## src/ac3fap_pkg.sv

```systemverilog
// Package: shared types and constants for the AC-3 frame attribute parser.
`default_nettype none
package ac3fap_pkg;

    typedef struct packed {
        logic [7:0] data_byte;
        logic       frame_last;
    } t_in_item;

    typedef struct packed {
        logic        header_ok;
        logic        changed;
        logic        attr_valid;
        logic        is_enhanced;
        logic        dolby_surround;
        logic [4:0]  stream_id;
        logic [2:0]  service_mode;
        logic [2:0]  coding_mode;
        logic [15:0] sample_rate;
        logic [7:0]  dvb_type_code;
    } t_out_item;

    // Bit-walker command from top level to walker.
    typedef struct packed {
        logic clear;
        logic shift_bit;
        logic bit_val;
    } t_walk_ctrl;

    localparam logic [7:0]  SYNC_HI   = 8'h0B;
    localparam logic [7:0]  SYNC_LO   = 8'h77;
    localparam logic [4:0]  BSID_MAX  = 5'd10;
    localparam logic [15:0] RATE_48K  = 16'd48000;
    localparam logic [15:0] RATE_44K  = 16'd44100;
    localparam logic [15:0] RATE_32K  = 16'd32000;
    localparam logic [15:0] RATE_24K  = 16'd24000;
    localparam logic [15:0] RATE_22K  = 16'd22050;
    localparam logic [15:0] RATE_16K  = 16'd16000;
    localparam logic [7:0]  CT_ENH    = 8'h80;
    localparam logic [7:0]  CT_FULL   = 8'h40;

    function automatic logic [15:0] rate_of(input logic [1:0] fscod,
                                             input logic [1:0] fscod2,
                                             input logic enh);
        logic [15:0] r;
        r = 16'd0;
        case (fscod)
            2'd0: r = RATE_48K;
            2'd1: r = RATE_44K;
            2'd2: r = RATE_32K;
            default: begin
                if (enh) begin
                    case (fscod2)
                        2'd0: r = RATE_24K;
                        2'd1: r = RATE_22K;
                        2'd2: r = RATE_16K;
                        default: r = 16'd0;
                    endcase
                end
            end
        endcase
        return r;
    endfunction

    function automatic logic [7:0] component_of(input logic enh, input logic sur,
                                                 input logic [2:0] bsmod,
                                                 input logic [2:0] acmod);
        logic [7:0] c;
        c = enh ? CT_ENH : 8'h00;
        if (bsmod < 3'd2 || (bsmod == 3'd7 && acmod > 3'd1)) c = c | CT_FULL;
        c = c | {2'b00, bsmod, 3'b000};
        if (acmod == 3'd0) c = c | 8'd1;
        else if (acmod == 3'd2) c = c | (sur ? 8'd3 : 8'd2);
        else if (acmod > 3'd2) c = c | 8'd4;
        return c;
    endfunction

endpackage
`default_nettype wire

```

## src/ac3_frame_attribute_parser.sv

```systemverilog
// Top level: AC-3 / E-AC-3 sync frame attribute parser.
// Takes one sync frame a byte at a time (frame_last on its final byte). Bytes 0..1
// are checked against the syncword 0x0B77, bytes 4..6 are kept as the header, and
// from byte 2 on every bit is fed MSB first, one bit per clock, into a serial walker
// that finds bsmod of E-AC-3 frames. The accepting edge loads a byte into the shift
// register, which then shifts it out bit by bit (bytes 0 and 1 likewise); input
// stall is high while the shift register drains, so no new byte is taken before
// the last is shifted out, and stays high through the commit step that follows the
// final byte: it compares and commits the attributes and loads the output register.
// A result still waiting in the output register holds the commit step of the next
// frame's last byte, and the input stays stalled until that result is taken.
`default_nettype none
module ac3_frame_attribute_parser (
    input  wire                    i_clk,
    input  wire                    i_rst_n,
    input  wire                    i_valid,
    output logic                   o_stall,
    input  ac3fap_pkg::t_in_item   i_data,
    output logic                   o_valid,
    input  wire                    i_stall,
    output ac3fap_pkg::t_out_item  o_data
);
    import ac3fap_pkg::*;

    // Byte shift register and bit counter.
    logic [7:0]  r_shift;
    logic [3:0]  r_bits;       // bits left to shift
    logic        r_last;       // current byte is the frame's last
    logic        r_walk;       // current byte goes to the walker
    logic        r_commit;     // commit step pending
    logic [2:0]  r_pos;
    logic        r_sync;
    logic [7:0]  r_hdr [3];
    logic        r_held_valid;
    logic [28:0] r_held;
    logic        r_ovalid;
    t_out_item   r_out;
    t_walk_ctrl  walk_ctrl;
    logic [2:0]  found_mode;
    logic        accept;
    logic        busy;

    assign busy    = (r_bits != 4'd0) || r_commit;
    assign o_stall = busy;
    assign accept  = i_valid && !busy;
    assign o_valid = r_ovalid;
    assign o_data  = r_out;

    // Feed one bit per cycle; clear the walker with the commit step.
    assign walk_ctrl.shift_bit = (r_bits != 4'd0) && r_walk;
    assign walk_ctrl.bit_val   = r_shift[7];
    assign walk_ctrl.clear     = r_commit && !(r_ovalid && i_stall);

    ac3fap_walker u_walker (
        .i_clk       (i_clk),
        .i_rst_n     (i_rst_n),
        .i_ctrl      (walk_ctrl),
        .o_found_mode(found_mode)
    );

    // Commit step: decode header, compare against held attributes.
    logic [4:0]  bsid;
    logic        enh, sur, ok, chg;
    logic [2:0]  bsmod, acmod;
    logic [15:0] rate;
    logic [28:0] attr;
    logic        hv_n;
    logic [28:0] held_n;

    always_comb begin
        bsid  = r_hdr[1][7:3];
        enh   = bsid > BSID_MAX;
        rate  = rate_of(r_hdr[0][7:6], r_hdr[0][5:4], enh);
        if (enh) begin
            bsmod = found_mode;
            acmod = r_hdr[0][3:1];
            sur   = 1'b0;
        end else begin
            bsmod = r_hdr[1][2:0];
            acmod = r_hdr[2][7:5];
            sur   = (acmod == 3'd2) && (r_hdr[2][4:3] == 2'd2);
        end
        attr   = {rate, acmod, bsmod, bsid, sur, enh};
        ok     = (r_pos == 3'd7) && r_sync;
        chg    = ok && (!r_held_valid || attr != r_held);
        hv_n   = r_held_valid || chg;
        held_n = chg ? attr : r_held;
    end

    always_ff @(posedge i_clk) begin
        if (!i_rst_n) begin
            r_bits <= 4'd0; r_commit <= 1'b0; r_pos <= 3'd0; r_sync <= 1'b0;
            r_held_valid <= 1'b0; r_held <= '0; r_ovalid <= 1'b0;
            r_last <= 1'b0; r_walk <= 1'b0;
        end else begin
            // Raise valid on commit; drop it once the result is taken.
            if (walk_ctrl.clear) r_ovalid <= 1'b1;
            else if (!i_stall) r_ovalid <= 1'b0;
            if (accept) begin
                // Check sync and keep header bytes; advance byte position.
                if (r_pos == 3'd0) r_sync <= (i_data.data_byte == SYNC_HI);
                else if (r_pos == 3'd1) r_sync <= r_sync && (i_data.data_byte == SYNC_LO);
                if (r_pos >= 3'd4 && r_pos <= 3'd6)
                    r_hdr[2'(r_pos - 3'd4)] <= i_data.data_byte;
                if (r_pos != 3'd7) r_pos <= r_pos + 3'd1;
                r_shift <= i_data.data_byte;
                r_bits  <= 4'd8;
                r_walk  <= (r_pos >= 3'd2);
                r_last  <= i_data.frame_last;
            end else if (r_bits != 4'd0) begin
                r_shift <= {r_shift[6:0], 1'b0};
                r_bits  <= r_bits - 4'd1;
                if (r_bits == 4'd1 && r_last) r_commit <= 1'b1;
            end else if (walk_ctrl.clear) begin
                // Load the result and drop per-frame state.
                r_commit     <= 1'b0;
                r_held_valid <= hv_n;
                r_held       <= held_n;
                r_pos        <= 3'd0;
                r_sync       <= 1'b0;
                r_out.header_ok      <= ok;
                r_out.changed        <= chg;
                r_out.attr_valid     <= hv_n;
                r_out.is_enhanced    <= hv_n & held_n[0];
                r_out.dolby_surround <= hv_n & held_n[1];
                r_out.stream_id      <= hv_n ? held_n[6:2] : 5'd0;
                r_out.service_mode   <= hv_n ? held_n[9:7] : 3'd0;
                r_out.coding_mode    <= hv_n ? held_n[12:10] : 3'd0;
                r_out.sample_rate    <= hv_n ? held_n[28:13] : 16'd0;
                r_out.dvb_type_code  <= hv_n ? component_of(held_n[0], held_n[1],
                                        held_n[9:7], held_n[12:10]) : 8'd0;
            end
        end
    end

    a_no_accept_busy: assert property (@(posedge i_clk) disable iff (!i_rst_n)
        (r_bits != 4'd0) |-> !accept)
        else $error("byte accepted while shifting");
    a_commit_sets_valid: assert property (@(posedge i_clk) disable iff (!i_rst_n)
        walk_ctrl.clear |=> o_valid && r_pos == 3'd0)
        else $error("commit did not load the result");
    a_held_sticky: assert property (@(posedge i_clk) disable iff (!i_rst_n)
        r_held_valid |=> r_held_valid)
        else $error("held attributes lost");

endmodule
`default_nettype wire

```

## src/ac3fap_walker.sv

```systemverilog
// Bit-serial walker over the E-AC-3 bitstream-info fields, one bit per cycle while shift_bit is high.
`default_nettype none
module ac3fap_walker (
    input  wire                     i_clk,
    input  wire                     i_rst_n,
    input  ac3fap_pkg::t_walk_ctrl  i_ctrl,
    output logic [2:0]              o_found_mode
);
    import ac3fap_pkg::*;

    typedef enum logic [5:0] {
        PH_ST0, PH_ST1, PH_FS0, PH_FS1, PH_NB0, PH_NB1, PH_AC0, PH_AC1, PH_AC2,
        PH_LFE, PH_COMPRE, PH_COMPR2E, PH_CHANMAPE, PH_MIXMDATE, PH_LFEMIXE,
        PH_PGMSCLE, PH_PGMSCL2E, PH_EXTPGMSCLE, PH_MIXDEF0, PH_MIXDEF1,
        PH_MIXLEN0, PH_MIXLEN1, PH_MIXLEN2, PH_MIXLEN3, PH_MIXLEN4,
        PH_PANE, PH_PAN2E, PH_FRMMIXE, PH_BLKE, PH_INFOMDATE,
        PH_BSM0, PH_BSM1, PH_BSM2, PH_DONE
    } t_phase;

    t_phase     r_phase, n_phase;
    logic [8:0] r_skip, n_skip;
    logic [4:0] r_acc, n_acc;
    logic [1:0] r_kind, n_kind;
    logic [2:0] r_acmod, n_acmod;
    logic       r_lfe, n_lfe;
    logic [1:0] r_blk, n_blk;
    logic [2:0] r_bidx, n_bidx;
    logic [2:0] r_mode, n_mode;
    logic       b;
    logic [2:0] bcount;
    logic [1:0] acc2;

    assign b = i_ctrl.bit_val;
    assign o_found_mode = r_mode;
    assign acc2 = {r_acc[0], b};

    always_comb begin
        case (r_blk)
            2'd0: bcount = 3'd1;
            2'd1: bcount = 3'd2;
            2'd2: bcount = 3'd3;
            default: bcount = 3'd6;
        endcase
    end

    always_comb begin
        n_phase = r_phase; n_skip = r_skip; n_acc = r_acc; n_kind = r_kind;
        n_acmod = r_acmod; n_lfe = r_lfe; n_blk = r_blk; n_bidx = r_bidx;
        n_mode = r_mode;
        if (r_skip != 9'd0) begin
            n_skip = r_skip - 9'd1;
        end else begin
            unique case (r_phase)
                PH_ST0: begin n_kind = {b, 1'b0}; n_phase = PH_ST1; end
                PH_ST1: begin
                    n_kind = {r_kind[1], b}; n_skip = 9'd14; n_phase = PH_FS0;
                end
                PH_FS0: begin n_acc = {4'd0, b}; n_phase = PH_FS1; end
                PH_FS1: begin
                    n_acc = {3'd0, acc2};
                    if (acc2 == 2'd3) begin
                        n_skip = 9'd2; n_blk = 2'd3; n_phase = PH_AC0;
                    end else n_phase = PH_NB0;
                end
                PH_NB0: begin n_blk = {b, 1'b0}; n_phase = PH_NB1; end
                PH_NB1: begin n_blk = {r_blk[1], b}; n_phase = PH_AC0; end
                PH_AC0: begin n_acmod = {b, 2'b00}; n_phase = PH_AC1; end
                PH_AC1: begin n_acmod = {r_acmod[2], b, 1'b0}; n_phase = PH_AC2; end
                PH_AC2: begin n_acmod = {r_acmod[2:1], b}; n_phase = PH_LFE; end
                PH_LFE: begin n_lfe = b; n_skip = 9'd10; n_phase = PH_COMPRE; end
                PH_COMPRE: begin
                    n_skip = b ? 9'd8 : 9'd0;
                    if (r_acmod == 3'd0) begin
                        n_skip = n_skip + 9'd5; n_phase = PH_COMPR2E;
                    end else n_phase = (r_kind == 2'd1) ? PH_CHANMAPE : PH_MIXMDATE;
                end
                PH_COMPR2E: begin
                    if (b) n_skip = 9'd8;
                    n_phase = (r_kind == 2'd1) ? PH_CHANMAPE : PH_MIXMDATE;
                end
                PH_CHANMAPE: begin if (b) n_skip = 9'd16; n_phase = PH_MIXMDATE; end
                PH_MIXMDATE: begin
                    if (!b) n_phase = PH_INFOMDATE;
                    else begin
                        if (r_acmod > 3'd2) n_skip = n_skip + 9'd2;
                        if (r_acmod[0] && r_acmod > 3'd2) n_skip = n_skip + 9'd6;
                        if (r_acmod[2]) n_skip = n_skip + 9'd6;
                        if (r_lfe) n_phase = PH_LFEMIXE;
                        else n_phase = (r_kind == 2'd0) ? PH_PGMSCLE : PH_INFOMDATE;
                    end
                end
                PH_LFEMIXE: begin
                    if (b) n_skip = 9'd5;
                    n_phase = (r_kind == 2'd0) ? PH_PGMSCLE : PH_INFOMDATE;
                end
                PH_PGMSCLE: begin
                    if (b) n_skip = 9'd6;
                    n_phase = (r_acmod == 3'd0) ? PH_PGMSCL2E : PH_EXTPGMSCLE;
                end
                PH_PGMSCL2E: begin if (b) n_skip = 9'd6; n_phase = PH_EXTPGMSCLE; end
                PH_EXTPGMSCLE: begin if (b) n_skip = 9'd6; n_phase = PH_MIXDEF0; end
                PH_MIXDEF0: begin n_acc = {4'd0, b}; n_phase = PH_MIXDEF1; end
                PH_MIXDEF1: begin
                    n_acc = {3'd0, acc2};
                    if (acc2 == 2'd3) begin
                        n_acc = 5'd0; n_phase = PH_MIXLEN0;
                    end else begin
                        if (acc2 == 2'd1) n_skip = 9'd5;
                        else if (acc2 == 2'd2) n_skip = 9'd12;
                        n_phase = (r_acmod < 3'd2) ? PH_PANE : PH_FRMMIXE;
                    end
                end
                PH_MIXLEN0, PH_MIXLEN1, PH_MIXLEN2, PH_MIXLEN3: begin
                    n_acc = {r_acc[3:0], b};
                    n_phase = t_phase'(r_phase + 6'd1);
                end
                PH_MIXLEN4: begin
                    n_acc = {r_acc[3:0], b};
                    n_skip = {1'b0, n_acc, 3'b000} + 9'd16;
                    n_phase = (r_acmod < 3'd2) ? PH_PANE : PH_FRMMIXE;
                end
                PH_PANE: begin
                    if (b) n_skip = 9'd14;
                    n_phase = (r_acmod == 3'd0) ? PH_PAN2E : PH_FRMMIXE;
                end
                PH_PAN2E: begin if (b) n_skip = 9'd14; n_phase = PH_FRMMIXE; end
                PH_FRMMIXE: begin
                    if (!b) n_phase = PH_INFOMDATE;
                    else if (r_blk == 2'd0) begin
                        n_skip = 9'd5; n_phase = PH_INFOMDATE;
                    end else begin
                        n_bidx = 3'd0; n_phase = PH_BLKE;
                    end
                end
                PH_BLKE: begin
                    if (b) n_skip = 9'd5;
                    n_bidx = r_bidx + 3'd1;
                    if (n_bidx >= bcount) n_phase = PH_INFOMDATE;
                end
                PH_INFOMDATE: n_phase = b ? PH_BSM0 : PH_DONE;
                PH_BSM0: begin n_acc = {4'd0, b}; n_phase = PH_BSM1; end
                PH_BSM1: begin n_acc = {2'd0, r_acc[1:0], b}; n_phase = PH_BSM2; end
                PH_BSM2: begin n_mode = {r_acc[1:0], b}; n_phase = PH_DONE; end
                default: n_phase = PH_DONE;
            endcase
        end
    end

    always_ff @(posedge i_clk) begin
        if (!i_rst_n || i_ctrl.clear) begin
            r_phase <= PH_ST0; r_skip <= '0; r_acc <= '0; r_kind <= '0;
            r_acmod <= '0; r_lfe <= 1'b0; r_blk <= '0; r_bidx <= '0; r_mode <= '0;
        end else if (i_ctrl.shift_bit) begin
            r_phase <= n_phase; r_skip <= n_skip; r_acc <= n_acc; r_kind <= n_kind;
            r_acmod <= n_acmod; r_lfe <= n_lfe; r_blk <= n_blk; r_bidx <= n_bidx;
            r_mode <= n_mode;
        end
    end

    a_mode_only_at_end: assert property (@(posedge i_clk) disable iff (!i_rst_n)
        (i_ctrl.shift_bit && !i_ctrl.clear && r_phase != PH_BSM2)
        |=> $stable(r_mode) || $past(i_ctrl.clear) == 1'b0 && r_mode == 3'd0
        || $stable(r_mode))
        else $error("bsmod changed outside its last bit");
    a_hold_idle: assert property (@(posedge i_clk) disable iff (!i_rst_n)
        (!i_ctrl.shift_bit && !i_ctrl.clear) |=> $stable(r_phase) && $stable(r_skip))
        else $error("walker advanced without a bit");
    a_clear: assert property (@(posedge i_clk) disable iff (!i_rst_n)
        i_ctrl.clear |=> r_phase == PH_ST0 && r_skip == 9'd0 && r_mode == 3'd0)
        else $error("walker not cleared");

endmodule
`default_nettype wire
```

## config.mk

```make
export PLATFORM = sky130hd
export DESIGN_NAME = ac3_frame_attribute_parser
export DESIGN_NICKNAME = d
export VERILOG_FILES = /design/src/ac3fap_pkg.sv /design/src/ac3_frame_attribute_parser.sv /design/src/ac3fap_walker.sv
export SDC_FILE = /design/constraint.sdc
export NUM_CORES = 1
export LEC_CHECK = 0
export ABC_AREA = 0
export BUFFER_PORTS_ARGS = -buffer_cell sky130_fd_sc_hd__buf_2
export CAP_MARGIN = 20
export CORE_ASPECT_RATIO = 1.5
export CORE_MARGIN = 2
export CORE_UTILIZATION = 60
export DETAILED_ROUTE_END_ITERATION = 10
export GPL_ROUTABILITY_DRIVEN = 1
export PLACE_DENSITY_LB_ADDON = 0.12
export SYNTH_ARGS = -nofsm -noshare
export SYNTH_HDL_FRONTEND = slang
export SYNTH_SLANG_ARGS = --single-unit
```

## constraint.sdc

```tcl
create_clock -name i_clk -period 9.6 [get_ports i_clk]
set_input_delay 0.96 -clock i_clk [delete_from_list [all_inputs] [get_ports i_clk]]
set_output_delay 0.96 -clock i_clk [all_outputs]
set_load 0.02 [all_outputs]
```

# --- After elaboration in Yosys (flattened, before gate mapping) ---
# Memories as Yosys holds them, arrays and structs flattened.
# Index checks and enable logic that the tools add are counted.
classes:
  addsub: 11
  magnitude_cmp: 10
  eq_ne: 73
  muxes: 88
  bitwise: 12
  n_reduce_logical: 68
ops:
  columns: ["op", "n"]
  rows:
  - ["9-bit 2-to-1 mux", 23]
  - ["6-bit case mux with 29 select lines", 1]
  - ["9-bit case mux with 13 select lines", 1]
  - ["6-bit by 5-bit equality test with 1-bit output, second input constant", 16]
  - ["8-bit 2-to-1 mux", 9]
  - ["6-bit by 4-bit equality test with 1-bit output, second input constant", 8]
  - ["16-bit case mux with 3 select lines", 1]
  - ["15-bit case mux with 3 select lines", 1]
  - ["6-bit 2-to-1 mux", 7]
  - ["3-bit AND reduction", 10]
  - ["29-bit 2-to-1 mux", 1]
  - ["29-bit inequality test", 1]
  - ["9-bit by 3-bit adder with 9-bit output, second input constant", 3]
  - ["3-bit 2-to-1 mux", 9]
  - ["6-bit by 3-bit equality test with 1-bit output, second input constant", 4]
  - ["4-bit case mux with 5 select lines", 1]
  - ["1-bit 2-to-1 mux", 19]
  - ["3-bit by 1-bit inequality test with 1-bit output, second input constant", 6]
  - ["3-bit case mux with 3 select lines", 2]
  - ["4-bit AND reduction", 4]
  - ["15-bit 2-to-1 mux", 1]
  - ["3-bit by 2-bit inequality test with 1-bit output, second input constant", 5]
  - ["5-bit AND reduction", 3]
  - ["14-bit nonzero test", 1]
  - ["58 further kinds", 125]
totals:
  register_bits: 123
  ram_bits: 24
  inputBits: 13
  output_inout_bits: 42
  wordCells: 297
  memories: 1
mem_list:
  columns: ["memory", "words", "word_bits", "rd", "rd_ports_with_merged_regs", "wr", "line_no", "rtl"]
  rows:
  - ["r_hdr", 3, 8, 3, 0, 1, "ac3_frame_attribute_parser.sv:33", "logic [7:0] r_hdr [3];"]

# --- Logic depth before layout (Yosys ltp) ---
# Gate-level depths: netlist of the first run.
# An unclocked memory read counts as a cell.
logic_depth:
  word_depth: 21
  ltp_mapped: 15
  mapped_depth_nobuf: 14

# --- By module ---
# From an unflattened synthesis of the first run, not the netlist that was laid out.
hier_totals:
  hier_cells: 992
  area_unflattened_um2: 8811.0
modules_own_cells:
  columns: ["mod", "instances", "cells_each", "area_each_um2", "seq_area_each_um2"]
  rows:
  - ["ac3_frame_attribute_parser", 1, 547, 5559.1, 2792.7]
  - ["ac3fap_walker", 1, 445, 3251.9, 660.6]

# --- Least setup slack after synthesis of the first run ---
# No wires, ideal clock.
synth_timing:
  path_kind: "input port to flip-flop"
  start: "in i_rst_n"
  end: "reg r_out (netlist bit o_data[0]) (enable)"
  setup_time_ps: 431
  arrival_time_ps: 3288
  required_ps: 9169
  path_slack_ps: 5881
  stages: 5
  path_buffers: 3
  path_cell_list: "clkbuf_1 inv_1 clkbuf_1 clkbuf_1 nor2_1"
synth_via:
  elab_chain_len: 1
synth_rtl:
  columns: ["element", "line_no", "rtl"]
  rows:
  - ["start: declaration", "ac3_frame_attribute_parser.sv:15", "input wire i_rst_n,"]
  - ["4-bit AND reduction (no source line)", null, null]
  - ["end: declaration", "ac3_frame_attribute_parser.sv:37", "t_out_item r_out;"]
# Every way passes these cells.
# A chain may end at the register's enable or synchronous reset.

==> results of run 1 <==
==> power groups by stage <==
stage	registers (mW)	logic (mW)	clock network, mW
floorplan	0.686	0.202	0
global placement	0.692	0.268	0
detailed placement	0.693	0.269	0
CTS	0.680	0.271	0.664
global route	0.684	0.302	0.685
finish	0.681	0.273	0.659
==> state kept, by name (all words and copies together) (netlist names), 2 cells and up <==
register / flops
u_walker.r_blk: 2
u_walker.r_acmod: 3
u_walker.r_phase: 6
o_data: 37
r_pos: 3
u_walker.r_acc: 4
u_walker.o_found_mode: 3
r_bits: 4
r_hdr: 20
u_walker.r_bidx: 3
r_shift: 8
u_walker.r_kind: 2
u_walker.r_skip: 9
r_held: 29
==> final cells by class <==
class | count | area (µm²) | area share [%]
tap | 192 | 240 | 2.53
clock buffer | 21 | 483 | 5.10
sequential | 140 | 3450 | 36.4
inverter | 38 | 143 | 1.51
clock inverter | 11 | 105 | 1.11
multi-input combinational | 762 | 4680 | 49.4
timing repair buffer | 65 | 373 | 3.93
==> cells in the mapped netlist (all sizes together), types with 4 or more instances <==
cell,count,area [µm²]
a2111oi,6,66.3
a211oi,11,82.6
a21o,6,45.0
a21oi,79,407
a221oi,10,87.6
a22oi,5,37.5
a311oi,9,91.3
a31oi,12,75.1
and2,11,68.8
and3,11,68.8
and3b,4,35.0
buf,20,116
clkbuf,49,184
dfxtp,75,1500
edfxtp,65,1950
ha,32,400
inv,36,135
mux2,5,56.3
mux2i,13,130
nand2,136,510
nand2b,23,144
nand3,38,190
nand3b,4,30.0
nand4,8,56.3
nor2,87,327
nor2b,11,68.8
nor3,41,210
nor4,5,37.5
nor4b,9,93.8
o2111ai,7,61.3
o211ai,7,52.6
o21ai,65,325
o22ai,5,31.3
o31ai,10,80.1
or2,5,31.3
or3,6,37.5
xnor2,27,236
xor2,12,105
==> worst max path at each step <==
stage                           start    endpoint  slack (ns)  depth (start not counted)
after CTS                 r_hdr[0][6]  r_held[17]        5.75                          8
after detailed placement  r_hdr[0][6]   o_data[0]        5.74                          9
after global routing      r_hdr[0][6]  r_held[12]        5.41                          8
after floorplan               i_rst_n   o_data[0]        5.88                          5
after global placement    r_hdr[0][6]  r_held[12]        5.83                          8
final                     r_hdr[0][6]  r_held[17]        5.69                          9
==> logic make-up after synthesis <==
kind of cell	Yosys count	share of synthesized area, %
buffers and inverters	107	5.18
AO/OA/AOI/OAI	258	19.5
multiplexers	18	2.18
adder cells (fa/ha/maj)	32	4.68
XOR/XNOR	39	3.99
AND/OR/NAND/NOR	415	24.0
flip-flops	140	40.4
==> worst max-delay path, delay by kind of cell (launching register included) <==
family	cells	cell delay, ns
fa+ha+maj	1	0.59
compound gates	2	0.50
simple gates	6	2.34
flops	1	0.42
==> stage by stage <==
step | cell area, µm² | total power, mW | hold WS (ns) | utilization [%] | worst slack, ns
after global routing | 9480 | 1.67 | 0.510 | 67.7 | 5.41
after floorplan | 8550 | 0.888 | 0.436 | - | 5.88
after detailed placement | 8860 | 0.962 | 0.453 | 63.3 | 5.74
after CTS | 9450 | 1.62 | 0.469 | 67.5 | 5.75
after global placement | 8860 | 0.960 | 0.450 | 63.3 | 5.83
final | 9480 | 1.61 | 0.469 | 67.7 | 5.69
==> metal layers <==
layer,global-route usage [%],vias up,part of all wire (%)
met5,0,-,0
met4,19.1,0,5.9
met3,4.36,98,4.6
met2,55.2,309,53
met1,31.5,3533,36
li1,-,3676,-
==> key figures, run 1 <==
Run status
  – Result of the run: complete, no violations

Min path
  – Hold path depth: 2
  – Classification of the worst-slack hold path: flip-flop to flip-flop
  – Start point of the worst min-delay path: u_walker.r_bidx[1]
  – Endpoint with the worst hold slack: u_walker.r_bidx[1]

Setup path
  – Peak fanout along the critical path: 28
  – Cell-by-cell trace of the critical path: ha_1, nand2b_1, o2111ai_1, or3_1, a221o_1, nor4_2, nand4_2, nand2_1, and3_1
  – Worst reg-to-reg path cell count: 9
  – Maximum single-stage delay on the critical path: 0.68 ns
  – Worst reg2reg path endpoint: r_held[17]
  – Critical path class: flip-flop to flip-flop
  – Element type at the critical path end: flip-flop
  – Startpoint type of the worst setup path: flip-flop
  – Endpoint required time on the critical path: 9.96 ns
  – R2R Setup Slk: 5.69 ns
  – Cell with the largest stage delay on the worst path: sky130_fd_sc_hd__nand4_2
  – Start of the worst register-to-register path: r_hdr[0][6]
  – WP data arrival: 4.27 ns

Power and ir drop
  – Share of total power consumed by net switching: 29.4%
  – Fraction of power consumed by the clock network: between 40% and 50%
  – Net Switching: 475 µW
  – Static power due to leakage: roughly 3.4 nW
  – Sequential power share: between 40% and 50%
  – Cell-internal power: 1.14 mW
  – Share of total power in combinational logic: 16.9%
  – Peak supply drop: 127 µV
  – Power per cell area: 170 nW/µm²

Clock tree
  – Buffer count from post-CTS setup fixing: 0
  – Maximum level of the CTS H-tree: 4
  – CTS-repair resized insts: 0
  – Post-CTS Hold Fix Bufs: 0
  – Largest buffer count on any clock path: 2
  – TritonCTS clock tree: done
  – CTS Buf Count: 17
  – Clk sinks: 140
  – Cell at the root of the clock tree: sky130_fd_sc_hd__clkbuf_16
  – Clock latency at the later pin of the worst-skew pair: around 0.42 ns
  – Clock edge transition at the registers on the reported setup and hold paths: 0.06 ns

Logic synthesis
  – Share of flip-flops with an asynchronous set or reset after synthesis: 0%
  – Cell Area, Synth: 8550 µm²
  – Number of distinct standard cells referenced by the synthesized netlist: 80
  – Count of flip-flops with a built-in enable after synthesis: 65
  – Number of register bits inferred by synthesis: 140
  – Synth Warn #: 0
  – Primary flip-flop cell chosen by synthesis mapping: sky130_fd_sc_hd__dfxtp_1
  – Net Count, Synth: 1054
  – Syn_area_per_cell: 8.47 µm²
  – Cells after Synth: 1009
  – Portion of the post-synthesis area used by sequential elements: around 40%

Routing
  – Post-detailed-routing wire length: 22600 µm
  – First-pass iteration count of the detailed router: 5
  – Violation count after the first detailed-route iteration: 484
  – Via count: 7616
  – DR WL/cell: about 18 µm
  – Count of antenna-violating nets left after detailed routing: 0
  – DR vias/cell: about 6.2
  – Drc violations: 0

Placed design
  – Routability-driven placement congestion ratio: between 1 and 1.5
  – # port buffers: 54
  – DP Wirelength: 16400 µm
  – Placed cell count: 1196

GRT
  – Pin count of the biggest net entering global routing: 52
  – Overall Global Routing Usage: 30.1%
  – First-pass GRT wire length: roughly 36000 µm
  – GRT Residual Overflow: 0
  – Vias in the first global route: between 7000 and 8000
  – Antenna violations before repair: 0

STA
  – TNS Setup: 0 ns
  – Relative slew margins: a little over a third
  – RSZ-0062 raised after global routing: false
  – Achievable clock frequency: 0.256 GHz
  – Clock period minus worst slack: 3.91 ns
  – Count of endpoints failing setup in the final report: 0
  – Count of pins over their slew limit: 0
  – Worst-case clock skew: between 0.01 and 0.015 ns
  – Final Hold Viols: 0
  – Slew @ Worst Pin: 0.960 ns
  – Part of the cycle the worst path needs: 40.7%

Layout
  – Total number of nets in the final design: 1069
  – Top library cells by usage in the layout, fill and taps aside: 136 x sky130_fd_sc_hd__nand2_1, 85 x sky130_fd_sc_hd__nor2_1, 78 x sky130_fd_sc_hd__a21oi_1, 75 x sky130_fd_sc_hd__dfxtp_1, 65 x sky130_fd_sc_hd__edfxtp_1
  – Fraction of final layout cells with drive strength greater than 1: 11.8%
  – Fill cell count: 1183
  – Inserted Diodes: 0
  – Most common cell after layout, fill and taps aside: sky130_fd_sc_hd__nand2_1
  – Final instance count without filler cells: between 1000 and 1500
  – Signed area change from the synthesized netlist to the final layout: 10.8%

Die
  – Floorplan Core Area: roughly 14000 µm²
  – Initial standard-cell utilization of the core: 61.1%
  – # rows: 53
  – Area of the die: 15200 µm²
  – Horizontal die dimension: 101 µm
  – Total I/O pin count: 55
  – Die Height: 150 µm

Flow run
  – MaxCap Viol Count: 0
Note: power is estimated with default switching activity, not from simulation.
==> inputs of run 2 (changes only) <==
--- a/config.mk
+++ b/config.mk
@@ -10,7 +10,7 @@
 export CAP_MARGIN = 20
 export CORE_ASPECT_RATIO = 1.5
 export CORE_MARGIN = 2
-export CORE_UTILIZATION = 60
+export CORE_UTILIZATION = 56
 export DETAILED_ROUTE_END_ITERATION = 10
 export GPL_ROUTABILITY_DRIVEN = 1
 export PLACE_DENSITY_LB_ADDON = 0.12
==> constraint.sdc (replaced) <==
create_clock -name i_clk -period 3.4 [get_ports i_clk]
set_input_delay 0.34 -clock i_clk [delete_from_list [all_inputs] [get_ports i_clk]]
set_output_delay 0.34 -clock i_clk [all_outputs]
set_load 0.02 [all_outputs]
==> key figures, run 2 (synthesis results as in run 1) <==
Run status
  – Result of the run: complete, no violations

Layout
  – Inserted Diodes: 0 (unchanged)
  – Flip-flop count of the largest register after layout: 37 (unchanged)
  – Most common cell after layout, fill and taps aside: sky130_fd_sc_hd__nand2_1
  – Fill cell count: 1326 (+12%)
  – Signed area change from the synthesized netlist to the final layout: 15.4%
  – Fraction of final layout cells with drive strength greater than 1: 16.3% (+4.5 points)
  – Top library cells by usage in the layout, fill and taps aside: 136 x sky130_fd_sc_hd__nand2_1, 85 x sky130_fd_sc_hd__nor2_1, 78 x sky130_fd_sc_hd__a21oi_1, 75 x sky130_fd_sc_hd__dfxtp_1, 66 x sky130_fd_sc_hd__buf_4
  – Total number of nets in the final design: 1124 (+5.1%)

Setup path
  – Element type at the critical path end: flip-flop
  – Peak fanout along the critical path: 13 (-54%)
  – Startpoint type of the worst setup path: flip-flop
  – R2R Setup Slk: 0.17 ns (-5.52 ns)
  – Start of the worst register-to-register path: r_held_valid
  – Endpoint required time on the critical path: 3.76 ns (-6.20 ns)
  – WP data arrival: 3.59 ns (-0.68 ns)
  – Worst reg2reg path endpoint: r_held[15]
  – Worst reg-to-reg path cell count: 10 (+1)
  – Critical path class: flip-flop to flip-flop

Min path
  – Start point of the worst min-delay path: i_stall
  – Endpoint with the worst hold slack: o_valid
  – Classification of the worst-slack hold path: input port to flip-flop
  – Hold path depth: 3 (+1)

STA
  – Worst-case clock skew: 0.00820 ns (-0.00622 ns)
  – Final Hold Viols: 0 (unchanged)
  – Count of endpoints failing setup in the final report: 0 (unchanged)
  – Clock period minus worst slack: 3.23 ns (-0.681 ns)
  – Slew @ Worst Pin: 1.13 ns (+0.171 ns)
  – TNS Setup: 0 ns (unchanged)
  – Relative slew margins: 23.9% (-12 points)
  – Count of pins over their slew limit: 0 (unchanged)
  – Part of the cycle the worst path needs: 95.0% (+54 points)
  – RSZ-0062 raised after global routing: false
  – Achievable clock frequency: 0.310 GHz (+21%)

Placed design
  – DP Wirelength: 18000 µm (+9.8%)
  – Routability-driven placement congestion ratio: 0.954 (-5.7%)
  – # port buffers: 54 (unchanged)

Routing
  – Met2 Routed Length: 12900 µm (+7.9%)
  – Met1 wire length: 8660 µm (+5.1%)
  – Drc violations: 0 (unchanged)
  – Via count: 7917 (+4.0%)
  – First-pass iteration count of the detailed router: 5 (unchanged)
  – Uppermost signal routing layer after detailed routing: met5
  – Violation count after the first detailed-route iteration: 355 (-27%)
  – Count of antenna-violating nets left after detailed routing: 0 (unchanged)
  – Met3 routed WL: 1140 µm (+11%)
  – DR WL/cell: 18.7 µm (+1.9%)
  – DR vias/cell: 6.13 (-1.0%)
  – Post-detailed-routing wire length: 24200 µm (+7.0%)

Clock tree
  – Clk sinks: 140 (unchanged)
  – Clock edge transition at the registers on the reported setup and hold paths: 0.06 ns (about the same)
  – Largest buffer count on any clock path: 2 (unchanged)
  – Buffer count from post-CTS setup fixing: 0 (unchanged)
  – Clock latency at the later pin of the worst-skew pair: 0.43 ns (about the same)
  – Cell at the root of the clock tree: sky130_fd_sc_hd__clkbuf_16
  – Maximum level of the CTS H-tree: 4 (unchanged)
  – CTS Buf Count: 17 (unchanged)
  – TritonCTS clock tree: done

Die
  – Initial standard-cell utilization of the core: 57.0% (-4.1 points)
  – Die Height: 155 µm (+3.4%)
  – # rows: 55 (+3.8%)
  – Total I/O pin count: 55 (unchanged)
  – Horizontal die dimension: 105 µm (+3.4%)
  – Floorplan Core Area: 15000 µm² (+7.2%)
  – Area of the die: 16300 µm² (+6.9%)

Power and ir drop
  – Static power due to leakage: 3.68 nW (+7.3%)
  – Post-layout power: 4.53 mW (+180%)
  – Peak supply drop: 315 µV (+150%)
  – Power per cell area: 459 nW/µm² (+170%)

GRT
  – First-pass GRT wire length: 38400 µm (+7.3%)
  – Overall Global Routing Usage: 29.9% (-0.22 points)
  – GRT Residual Overflow: 0 (unchanged)
  – Vias in the first global route: 7612 (+7.3%)
  – Antenna violations before repair: 1 (+1)
  – Pin count of the biggest net entering global routing: 38 (-27%)

Flow run
  – MaxCap Viol Count: 0 (unchanged)
-- run 2: layer usage --
layer / vias up / global-route usage, %
li1: 3777 / -
met2: 315 / 56.5
met1: 3722 / 30.0
met4: 2 / 18.2
met5: - / 0
met3: 101 / 5.61
-- run 2: cell type report --
type                       instances  area [µm²]  share of cell area (%)
clock inverter                    15         135                    1.37
tap                              199         249                    2.52
inverter                          38         143                    1.45
multi-input combinational        762        4700                    47.6
timing repair buffer             120         766                    7.76
clock buffer                      17         425                    4.31
sequential                       140        3450                    35.0
-- run 2: critical path, cell delays in order, from the launching register on --
cell                      delay, ns
sky130_fd_sc_hd__dfxtp_1       0.48
sky130_fd_sc_hd__nor4b_1       0.36
sky130_fd_sc_hd__buf_4         0.22
sky130_fd_sc_hd__nand4_1       0.10
sky130_fd_sc_hd__or3_1         0.41
sky130_fd_sc_hd__a221o_1       0.31
sky130_fd_sc_hd__nor4_2        0.36
sky130_fd_sc_hd__and4_1        0.39
sky130_fd_sc_hd__buf_4         0.25
sky130_fd_sc_hd__o21ai_1       0.10
sky130_fd_sc_hd__a21oi_1       0.17
-- run 2: what timing repair did --
item	4_1_cts	5_1_grt
gates resized for setup	0	2
endpoints found under the setup margin	0	15
hold buffers	0	0
-- run 2: worst max path at each step --
| stage | from | end | cells after the start |
|---|---|---|---|
| 3_3_place_gp | r_held_valid | o_data[26] | 10 |
| 6_report | r_held_valid | r_held[15] | 10 |
| 2_1_floorplan | i_rst_n | o_data[0] | 5 |
| 5_1_grt | r_held_valid | o_data[26] | 10 |
| 3_5_place_dp | r_held_valid | o_data[26] | 10 |
| 4_1_cts | r_held_valid | o_data[26] | 10 |
-- run 2: power by group --
| group | leakage [nW] | switching [mW] | internal, mW |
|---|---|---|---|
| Combinational | 2.18 | 0.544 | 0.290 |
| Sequential | 1.24 | 0.0583 | 1.86 |
| Clock | 0.267 | 0.766 | 1.01 |
| Total | 3.68 | 1.37 | 3.17 |
-- run 2: per-stage QoR --
step           cells  utilization, %  area, µm²  worst slack [ns]  hold WS (ns)
6_report        1291            65.8       9870             0.169         0.154
5_1_grt         1291            65.8       9870            0.0353         0.149
4_1_cts         1291            65.7       9850             0.181         0.147
3_5_place_dp    1259            61.9       9290             0.214         0.454
3_3_place_gp    1259            61.9       9290             0.199         0.444
2_1_floorplan   1009               -       8550             0.301         0.436
